### src/rtl/sia_pkg.sv
`default_nettype none

package sia_pkg;

  // Build-time defaults
  localparam int SIA_CAPACITY   = 16;
  localparam int SIA_ITEM_WIDTH = 32;

  // Transaction field widths
  localparam int REQ_W    = 2;
  localparam int ITEM_W   = 32;
  localparam int POS_W    = 4;
  localparam int STATUS_W = 2;
  localparam int FILL_W   = 5;

  // Config port
  localparam int PADDR_W = 3;
  localparam int PDATA_W = 32;
  localparam int LIMIT_W = 5;
  localparam logic [LIMIT_W-1:0] LIMIT_RESET = LIMIT_W'(16);

  // Register index decoded from paddr[2]
  typedef enum logic {
    REG_CAP_LIMIT = 1'b0
  } reg_idx_e;

  typedef enum logic [REQ_W-1:0] {
    REQ_INSERT = 2'd0,
    REQ_GET    = 2'd1,
    REQ_REMOVE = 2'd2
  } req_e;

  typedef enum logic [STATUS_W-1:0] {
    ST_OK    = 2'd0,
    ST_FULL  = 2'd1,
    ST_RANGE = 2'd2
  } status_e;

  // Command broadcast to every cell of the chain
  typedef enum logic [1:0] {
    CELL_HOLD   = 2'd0,
    CELL_INSERT = 2'd1,
    CELL_REMOVE = 2'd2
  } cell_op_e;

endpackage

`default_nettype wire

### src/rtl/sia_if.sv
`default_nettype none

// Request channel
interface sia_req_if;
  logic                       valid;
  logic                       ready;
  logic [sia_pkg::REQ_W-1:0]  req_type;
  logic [sia_pkg::ITEM_W-1:0] item_value;
  logic [sia_pkg::POS_W-1:0]  position;

  modport source (output valid, output req_type, output item_value, output position,
                  input ready);
  modport sink   (input valid, input req_type, input item_value, input position,
                  output ready);
endinterface

// Response channel
interface sia_rsp_if;
  logic                         valid;
  logic                         ready;
  logic [sia_pkg::ITEM_W-1:0]   read_value;
  logic [sia_pkg::STATUS_W-1:0] status;
  logic [sia_pkg::FILL_W-1:0]   fill_level;

  modport source (output valid, output read_value, output status, output fill_level,
                  input ready);
  modport sink   (input valid, input read_value, input status, input fill_level,
                  output ready);
endinterface

`default_nettype wire

### src/rtl/sorted_insert_array_top.sv
`default_nettype none

// Sorted insert array: keeps up to CAPACITY unsigned entries in ascending
// order in a chain of cells, one entry per cell. Each request transaction is
// insert (the new item lands ahead of any equal entries, later entries shift
// up), get by index, or remove by index (later entries shift down). Every
// request yields exactly one response transaction with status (ok, full,
// index out of range), read value (nonzero only for a good get) and the fill
// level after the request. Rate: one request per clock unless the response
// side stalls; the response appears in the output register in the cycle
// after acceptance and a new request is taken in the same cycle as the
// previous response leaves. The cycle time is set by the per-cell compare
// against the incoming item plus the neighbor-select mux in each cell; all
// cells shift together on the same edge. capacity_limit (APB offset 0x0,
// reset 16) caps the fill level; 0 acts as 1 and values above CAPACITY act
// as CAPACITY. Lowering it below the current fill keeps the stored entries.
// No clearing pass: empty cells are tracked by the fill count alone.
module sorted_insert_array_top #(
  parameter int CAPACITY   = sia_pkg::SIA_CAPACITY,
  parameter int ITEM_WIDTH = sia_pkg::SIA_ITEM_WIDTH
) (
  input  wire                          clk_i,
  input  wire                          rst_ni,
  sia_req_if.sink                      req_i,
  sia_rsp_if.source                    rsp_o,
  // APB config port
  input  wire                          psel,
  input  wire                          penable,
  input  wire                          pwrite,
  input  wire [sia_pkg::PADDR_W-1:0]   paddr,
  input  wire [sia_pkg::PDATA_W-1:0]   pwdata,
  output logic [sia_pkg::PDATA_W-1:0]  prdata,
  output logic                         pready
);

  localparam int CntW = $clog2(CAPACITY+1);
  localparam int IdxW = $clog2(CAPACITY);
  localparam int CmpW = (CntW > sia_pkg::LIMIT_W) ? CntW : sia_pkg::LIMIT_W;

  // ---------------------------------------------------------------------------
  // Config register
  // ---------------------------------------------------------------------------
  logic [sia_pkg::LIMIT_W-1:0] limit_q;
  logic                        cfg_wr;
  logic                        cfg_hit;

  assign pready  = 1'b1;
  assign cfg_hit = sia_pkg::reg_idx_e'(paddr[2]) == sia_pkg::REG_CAP_LIMIT;
  assign cfg_wr  = psel && penable && pwrite && pready && cfg_hit;
  assign prdata  = cfg_hit ? sia_pkg::PDATA_W'(limit_q) : '0;

  always_ff @(posedge clk_i or negedge rst_ni) begin
    if (!rst_ni) begin
      limit_q <= sia_pkg::LIMIT_RESET;
    end else if (cfg_wr) begin
      limit_q <= pwdata[sia_pkg::LIMIT_W-1:0];
    end
  end

  // effective limit, clamped to 1..CAPACITY
  logic [CmpW-1:0] eff_lim;
  always_comb begin
    eff_lim = CmpW'(limit_q);
    if (eff_lim == '0) begin
      eff_lim = CmpW'(1);
    end else if (eff_lim > CmpW'(CAPACITY)) begin
      eff_lim = CmpW'(CAPACITY);
    end
  end

  // ---------------------------------------------------------------------------
  // Handshake: output register decouples the two sides
  // ---------------------------------------------------------------------------
  logic rsp_valid_q;
  logic req_acc;

  assign req_i.ready = !rsp_valid_q || rsp_o.ready;
  assign req_acc     = req_i.valid && req_i.ready;

  // ---------------------------------------------------------------------------
  // Request decode
  // ---------------------------------------------------------------------------
  logic [CntW-1:0]       count_q, count_d;
  logic                  is_full;
  logic                  pos_bad;
  logic [IdxW-1:0]       pos_idx;
  logic [ITEM_WIDTH-1:0] item;
  logic [ITEM_WIDTH-1:0] entry_w [CAPACITY];
  logic                  lt_w    [CAPACITY];
  sia_pkg::cell_op_e     cell_op;
  sia_pkg::status_e      status_d;
  logic [sia_pkg::ITEM_W-1:0] read_d;

  assign item    = ITEM_WIDTH'(req_i.item_value);
  assign pos_idx = IdxW'(req_i.position);
  assign is_full = CmpW'(count_q) >= eff_lim;
  // count never exceeds CAPACITY, so this also covers positions past the chain
  assign pos_bad = CmpW'(req_i.position) >= CmpW'(count_q);

  always_comb begin
    cell_op  = sia_pkg::CELL_HOLD;
    status_d = sia_pkg::ST_OK;
    read_d   = '0;
    count_d  = count_q;
    unique case (sia_pkg::req_e'(req_i.req_type))
      sia_pkg::REQ_INSERT: begin
        if (is_full) begin
          status_d = sia_pkg::ST_FULL;
        end else begin
          cell_op = sia_pkg::CELL_INSERT;
          count_d = count_q + CntW'(1);
        end
      end
      sia_pkg::REQ_GET: begin
        if (pos_bad) begin
          status_d = sia_pkg::ST_RANGE;
        end else begin
          read_d = sia_pkg::ITEM_W'(entry_w[pos_idx]);
        end
      end
      sia_pkg::REQ_REMOVE: begin
        if (pos_bad) begin
          status_d = sia_pkg::ST_RANGE;
        end else begin
          cell_op = sia_pkg::CELL_REMOVE;
          count_d = count_q - CntW'(1);
        end
      end
      default: begin
        // unknown request: no change, status ok
      end
    endcase
    if (!req_acc) begin
      cell_op = sia_pkg::CELL_HOLD;
    end
  end

  // ---------------------------------------------------------------------------
  // Cell chain
  // ---------------------------------------------------------------------------
  for (genvar k = 0; k < CAPACITY; k++) begin : g_cell
    logic [ITEM_WIDTH-1:0] left_entry;
    logic                  left_lt;
    logic [ITEM_WIDTH-1:0] right_entry;

    if (k == 0) begin : g_head
      assign left_entry = item;
      assign left_lt    = 1'b1;
    end else begin : g_body
      assign left_entry = entry_w[k-1];
      assign left_lt    = lt_w[k-1];
    end

    if (k == CAPACITY-1) begin : g_tail
      assign right_entry = entry_w[k];
    end else begin : g_mid
      assign right_entry = entry_w[k+1];
    end

    sia_cell #(
      .CAPACITY   (CAPACITY),
      .ITEM_WIDTH (ITEM_WIDTH),
      .IDX        (k)
    ) u_cell (
      .clk_i         (clk_i),
      .op_i          (cell_op),
      .item_i        (item),
      .count_i       (count_q),
      .pos_i         (pos_idx),
      .left_entry_i  (left_entry),
      .left_lt_i     (left_lt),
      .right_entry_i (right_entry),
      .entry_o       (entry_w[k]),
      .lt_o          (lt_w[k])
    );
  end

  // ---------------------------------------------------------------------------
  // Fill count and response register
  // ---------------------------------------------------------------------------
  logic [sia_pkg::ITEM_W-1:0]   rsp_read_q;
  logic [sia_pkg::STATUS_W-1:0] rsp_status_q;
  logic [sia_pkg::FILL_W-1:0]   rsp_fill_q;

  always_ff @(posedge clk_i or negedge rst_ni) begin
    if (!rst_ni) begin
      count_q     <= '0;
      rsp_valid_q <= 1'b0;
    end else begin
      if (req_acc) begin
        count_q     <= count_d;
        rsp_valid_q <= 1'b1;
      end else if (rsp_o.ready) begin
        rsp_valid_q <= 1'b0;
      end
    end
  end

  always_ff @(posedge clk_i) begin
    if (req_acc) begin
      rsp_read_q   <= read_d;
      rsp_status_q <= status_d;
      rsp_fill_q   <= sia_pkg::FILL_W'(count_d);
    end
  end

  assign rsp_o.valid      = rsp_valid_q;
  assign rsp_o.read_value = rsp_read_q;
  assign rsp_o.status     = rsp_status_q;
  assign rsp_o.fill_level = rsp_fill_q;

  // ---------------------------------------------------------------------------
  // Assertions
  // ---------------------------------------------------------------------------
  a_count_bound: assert property (@(posedge clk_i) disable iff (!rst_ni)
    count_q <= CntW'(CAPACITY))
    else $error("fill count beyond capacity");

  a_insert_grows: assert property (@(posedge clk_i) disable iff (!rst_ni)
    (req_acc && cell_op == sia_pkg::CELL_INSERT)
      |=> count_q == CntW'($past(count_q) + CntW'(1)))
    else $error("insert did not grow the fill count");

  a_read_zero: assert property (@(posedge clk_i) disable iff (!rst_ni)
    (rsp_o.valid && rsp_o.status != sia_pkg::ST_OK) |-> rsp_o.read_value == '0)
    else $error("nonzero read value on failed request");

  for (genvar k = 0; k < CAPACITY-1; k++) begin : g_sorted_chk
    a_sorted: assert property (@(posedge clk_i) disable iff (!rst_ni)
      (CntW'(k+2) <= count_q) |-> entry_w[k] <= entry_w[k+1])
      else $error("chain out of order");
  end

endmodule

`default_nettype wire

### src/rtl/sia_cell.sv
`default_nettype none

// One slot of the sorted chain. Holds a single entry and trades it with its
// neighbors on insert (shift up) and remove (shift down).
module sia_cell #(
  parameter int CAPACITY   = sia_pkg::SIA_CAPACITY,
  parameter int ITEM_WIDTH = sia_pkg::SIA_ITEM_WIDTH,
  parameter int IDX        = 0
) (
  input  wire                                 clk_i,
  input  wire sia_pkg::cell_op_e              op_i,
  input  wire [ITEM_WIDTH-1:0]                item_i,
  input  wire [$clog2(CAPACITY+1)-1:0]        count_i,
  input  wire [$clog2(CAPACITY)-1:0]          pos_i,
  input  wire [ITEM_WIDTH-1:0]                left_entry_i,
  input  wire                                 left_lt_i,
  input  wire [ITEM_WIDTH-1:0]                right_entry_i,
  output logic [ITEM_WIDTH-1:0]               entry_o,
  output logic                                lt_o
);

  localparam int CntW = $clog2(CAPACITY+1);
  localparam int IdxW = $clog2(CAPACITY);

  logic [ITEM_WIDTH-1:0] entry_q, entry_d;
  logic                  occupied;

  assign occupied = CntW'(IDX) < count_i;
  // unoccupied slots count as "not less" so the insert point never passes them
  assign lt_o     = occupied && (entry_q < item_i);
  assign entry_o  = entry_q;

  always_comb begin
    entry_d = entry_q;
    case (op_i)
      sia_pkg::CELL_INSERT: begin
        if (!lt_o) begin
          entry_d = left_lt_i ? item_i : left_entry_i;
        end
      end
      sia_pkg::CELL_REMOVE: begin
        if (IdxW'(IDX) >= pos_i) begin
          entry_d = right_entry_i;
        end
      end
      default: entry_d = entry_q;
    endcase
  end

  always_ff @(posedge clk_i) begin
    entry_q <= entry_d;
  end

endmodule

`default_nettype wire
### src/flat_wrapper.sv
// flat-port wrapper written by rule: the top's interface ports become plain ports
module sorted_insert_array_top_flat 
#(
  parameter int CAPACITY   = sia_pkg::SIA_CAPACITY,
  parameter int ITEM_WIDTH = sia_pkg::SIA_ITEM_WIDTH
)
  (clk_i, rst_ni, psel, penable, pwrite, paddr, pwdata, prdata, pready, req_i_valid, req_i_req_type, req_i_item_value, req_i_position, req_i_ready, rsp_o_valid, rsp_o_read_value, rsp_o_status, rsp_o_fill_level, rsp_o_ready);
  sia_req_if req_i_i ();
  sia_rsp_if rsp_o_i ();
  input  wire clk_i;
  input  wire rst_ni;
  input  wire psel;
  input  wire penable;
  input  wire pwrite;
  input  wire [sia_pkg::PADDR_W-1:0] paddr;
  input  wire [sia_pkg::PDATA_W-1:0] pwdata;
  output logic [sia_pkg::PDATA_W-1:0] prdata;
  output logic pready;
  input wire logic [$bits(req_i_i.valid)-1:0] req_i_valid;
  input wire logic [$bits(req_i_i.req_type)-1:0] req_i_req_type;
  input wire logic [$bits(req_i_i.item_value)-1:0] req_i_item_value;
  input wire logic [$bits(req_i_i.position)-1:0] req_i_position;
  output wire logic [$bits(req_i_i.ready)-1:0] req_i_ready;
  output wire logic [$bits(rsp_o_i.valid)-1:0] rsp_o_valid;
  output wire logic [$bits(rsp_o_i.read_value)-1:0] rsp_o_read_value;
  output wire logic [$bits(rsp_o_i.status)-1:0] rsp_o_status;
  output wire logic [$bits(rsp_o_i.fill_level)-1:0] rsp_o_fill_level;
  input wire logic [$bits(rsp_o_i.ready)-1:0] rsp_o_ready;
  assign req_i_i.valid = req_i_valid;
  assign req_i_i.req_type = req_i_req_type;
  assign req_i_i.item_value = req_i_item_value;
  assign req_i_i.position = req_i_position;
  assign req_i_ready = req_i_i.ready;
  assign rsp_o_valid = rsp_o_i.valid;
  assign rsp_o_read_value = rsp_o_i.read_value;
  assign rsp_o_status = rsp_o_i.status;
  assign rsp_o_fill_level = rsp_o_i.fill_level;
  assign rsp_o_i.ready = rsp_o_ready;
  sorted_insert_array_top #(.CAPACITY(CAPACITY), .ITEM_WIDTH(ITEM_WIDTH)) u_core (.clk_i(clk_i), .rst_ni(rst_ni), .req_i(req_i_i), .rsp_o(rsp_o_i), .psel(psel), .penable(penable), .pwrite(pwrite), .paddr(paddr), .pwdata(pwdata), .prdata(prdata), .pready(pready));
endmodule
### config.mk
export PLATFORM = sky130hd
export DESIGN_NAME = sorted_insert_array_top_flat
export DESIGN_NICKNAME = d
export VERILOG_FILES = /design/src/rtl/sia_pkg.sv /design/src/rtl/sia_if.sv /design/src/rtl/sorted_insert_array_top.sv /design/src/rtl/sia_cell.sv /design/src/flat_wrapper.sv
export SDC_FILE = /design/constraint.sdc
export NUM_CORES = 2
export LEC_CHECK = 0
export BUFFER_PORTS_ARGS = -buffer_cell sky130_fd_sc_hd__buf_2
export CAP_MARGIN = 5
export CORE_UTILIZATION = 40
export CTS_CLUSTER_DIAMETER = 80
export CTS_CLUSTER_SIZE = 25
export DETAILED_ROUTE_END_ITERATION = 7
export PLACE_DENSITY = 0.57
export SYNTH_ARGS = -nofsm -noshare
export SYNTH_HDL_FRONTEND = slang
export SYNTH_SLANG_ARGS = --single-unit
### constraint.sdc
create_clock -name clk_i -period 8.5 [get_ports clk_i]
set_clock_uncertainty 0.2 [all_clocks]
set_input_delay 0 -clock clk_i [delete_from_list [all_inputs] [get_ports clk_i]]
set_output_delay 0 -clock clk_i [all_outputs]
set_load 0.005 [all_outputs]
==> results_dict.tcl <==
set metrics [dict create \
    dieHeight_um 333 \
    power_per_cell_area_nw_per_um2 232 \
    ys.flop_type "sky130_fd_sc_hd__edfxtp_1" \
    routed_length_per_placed_instance_um 29.9 \
    setup_viol 0 \
    cts_buffer_depth 3 \
    antenna_found_initial 6 \
    cp_slowest_cell "sky130_fd_sc_hd__a21oi_4" \
    ir_worst_vdd_mv 0.161 \
    end_kind "flip-flop" \
    count_of_cells_resized_by_post_cts_repair 0 \
    pin_count_of_the_biggest_net_entering_global_routing 138 \
    cts_root_buf "sky130_fd_sc_hd__clkbuf_16" \
    clock_insertion_delay_at_the_later_pin_of_the_skew_report_ns 0.65 \
    whs_endpoint "prdata[3]" \
    drt-vias-per-instance 6.43 \
    slowest_delay_ns 0.85 \
    post_route_cells_drive_above_1_share_pct 11.8 \
    area.growth.synth_to_final_pct 9.04 \
    design.die.area_um2 111000 \
    synth.top_cell.area_share_pct 37.8 \
    ys.warnings.count 0 \
    vias 33913 \
    post-route-drc-count 0 \
    holdPathStages 3 \
    yosys_register_bits 562 \
    fin_crit_ns 6.24 \
    ys_seq_area_share_pct 38.4 \
    synth_enable_flop_cells 551 \
    cts_tree "yes" \
    first_global_vias 32575 \
    worstHoldStart "paddr[2]" \
    floorplan.io_pins 154 \
    grt_setup_unrepaired "no" \
    cts-buffers-inserted 41 \
    netlist_top_cells_area "sky130_fd_sc_hd__edfxtp_1 38%, sky130_fd_sc_hd__ha_1 15%, sky130_fd_sc_hd__mux2i_1 9.3%" \
    finalWeightedCongestion 0.901 \
    postRouteAntennaNets 0 \
    max_slew.worst_pin.slew_ns 1.30 \
    worstPathArrival_ns 6.31 \
    synthesis.area_per_instance_um2 11.5 \
    fillers 10146 \
    drt_wl_total_um 158000 \
    synthCells 3823 \
    finalHoldViolations 0 \
    final_net_count 4421 \
    worst_setup_hold_path_clk_slew_ns 0.08 \
    initial_utilization_pct 40.3 \
    status "complete, no violations" \
    detailed_place_hpwl_um 110000 \
    final.setup.tns_ns 0 \
    layout.cells.most_common "sky130_fd_sc_hd__edfxtp_1" \
    tritoncts_num_sinks 562 \
    synthArstFlopShare_pct 1.96 \
    drv_slew 0 \
    maxCapViolCount 0 \
    chipWidth_um 333 \
    timing.reg2reg.setup_slack_ns 2.26 \
    layout_worst_path_cycle_share_pct 73.5 \
    core_area_um2 109000 \
    whs_ns 0.101 \
    crit_required_ns 8.57 \
    critPathKind "flip-flop to flip-flop" \
    fmax_mhz 160 \
    placement_rows 121 \
    groute.usage.overall_pct 27.8 \
    cellLeakagePower_nw 19.1 \
    worst_hold_path_type "input pin to primary output" \
    crit_start "u_core.count_q[1]$_DFFE_PN0P_" \
    max_slew_headroom_pct 13.0 \
    yosysUniqueCellTypes 72 \
    startpoint_of_the_worst_register_to_register_path "u_core.count_q[1]$_DFFE_PN0P_" \
    netlist_area_um2 43800 \
    gr-total-overflow 0 \
    timing.reg2reg.worst_path_depth 13 \
    critical_path_peak_fanout 39 \
    grt_pass1_wl_um 229000 \
    critical_path.cell_chain "inv_1 -> ha_1 -> a21o_1 -> a21o_1 -> a21oi_1 -> or2_2 -> nand3_1 -> inv_1 -> ha_4 -> a21oi_1 -> o21ai_0 -> a21oi_4 -> buf_4" \
    regToRegEndpoint "u_core.g_cell[6].u_cell.entry_o[20]$_DFFE_PP_" \
    layout_common_cells "551 x sky130_fd_sc_hd__edfxtp_1, 512 x sky130_fd_sc_hd__ha_1, 405 x sky130_fd_sc_hd__mux2i_1" \
    critical_path.startpoint_type "flip-flop" \
    drt_iter0_drc 3786 \
    first_pass_iters 5 \
    io_buffer_count 96 \
    synth_top_area_cell "sky130_fd_sc_hd__edfxtp_1" \
    ctsHtreeMaxLevel 2 \
]
## where the power goes
group	leakage (nW)	switching [mW]	internal (mW)
clock	0.698	1.27	1.05
sequential	5.21	0.433	3.77
combinational	13.1	2.81	1.75
## cells in the mapped netlist (42+ instances only)
master and instances:
sky130_fd_sc_hd__nand4_1 52, sky130_fd_sc_hd__buf_4 50, sky130_fd_sc_hd__ha_1 514, sky130_fd_sc_hd__edfxtp_1 551
sky130_fd_sc_hd__nor3b_1 69, sky130_fd_sc_hd__nand2b_1 55, sky130_fd_sc_hd__and3_1 70, sky130_fd_sc_hd__a21oi_1 253
sky130_fd_sc_hd__clkbuf_1 159, sky130_fd_sc_hd__mux2i_1 405, sky130_fd_sc_hd__nor3_1 103, sky130_fd_sc_hd__buf_2 60
sky130_fd_sc_hd__nor2b_1 48, sky130_fd_sc_hd__mux4_2 160, sky130_fd_sc_hd__nor2_1 97, sky130_fd_sc_hd__nand2_1 186
sky130_fd_sc_hd__a221o_1 168, sky130_fd_sc_hd__o21ai_0 109, sky130_fd_sc_hd__a21o_1 115, sky130_fd_sc_hd__inv_1 236
sky130_fd_sc_hd__a31oi_1 42
## per-layer routing
metal  vias to the layer above  GRT usage [%]  part of all wire (%)
met1                     17175           39.0                    43
met5                         -              0                 0.016
li1                      15005              -                     -
met3                       182           6.22                   9.6
met2                      1547           42.7                    44
met4                         4           7.93                   2.9
## critical path: cells and delay by family, from the launching register on
kind                       cells  cell delay, ns
adders and majority gates      2            0.60
buffers and inverters          3            0.89
DFF                            1            0.72
and+or+nand+nor                2            1.03
AOI/OAI and AO/OA              6            2.40
## state kept, by name, summed over array words and instances, names as in the netlist
register	count
u_core.rsp_o.fill_level	5
u_core.rsp_o.read_value	32
u_core.count_q	5
u_core.rsp_o.valid	1
u_core.g_cell.u_cell.entry_o	512
u_core.rsp_o.status	2
u_core.limit_q	5
## area by class of cell
type / count / area [um^2] / area share [%]
Multi-Input combinational cell: 2759 / 25100 / 52.5
Timing Repair Buffer: 227 / 1720 / 3.61
Tap cell: 1414 / 1770 / 3.70
Sequential cell: 562 / 16800 / 35.2
Clock inverter: 32 / 434 / 0.909
Clock buffer: 43 / 1030 / 2.16
Antenna cell: 1 / 2.50 / 0.00524
Inverter: 236 / 886 / 1.85
## worst max path at each step
stage                     slack [ns]                                       endpoint
after global placement          2.34  u_core.g_cell[5].u_cell.entry_o[21]$_DFFE_PP_
after CTS                       2.23   u_core.g_cell[4].u_cell.entry_o[5]$_DFFE_PP_
after floorplan                 2.34   u_core.g_cell[7].u_cell.entry_o[0]$_DFFE_PP_
final                           2.26  u_core.g_cell[6].u_cell.entry_o[20]$_DFFE_PP_
after detailed placement        2.28   u_core.g_cell[4].u_cell.entry_o[9]$_DFFE_PP_
after global routing            1.88  u_core.g_cell[4].u_cell.entry_o[10]$_DFFE_PP_
## per-stage QoR
stage	power [mW]	util [%]	std cells	setup WS, ns	instance area (um^2)
6_report	11.1	43.9	5274	2.26	47800
5_1_grt	11.5	43.9	5273	1.88	47800
4_1_cts	11.0	43.9	5273	2.23	47800
3_5_place_dp	8.66	42.0	5137	2.28	45700
3_3_place_gp	8.56	42.0	5137	2.34	45700
2_1_floorplan	7.10	-	3849	2.34	43900
## timing repair
action / in CTS / in global routing
setup endpoints to repair: 0 / 0
buffers inserted: 0 / 0
hold endpoints to repair: 328 / 0
hold buffers: 61 / 0
## logic make-up after synthesis
family,Yosys count,share of synthesized area [%]
AO/OA/AOI/OAI,871,14.3
XOR/XNOR,1,0.0200
adder cells (fa/ha/maj),514,14.7
buffers and inverters,528,5.31
flip-flops,562,38.4
multiplexers,583,17.9
other,2,0.0171
AND/OR/NAND/NOR,762,9.35
Note: power is estimated with default switching activity, not from simulation.
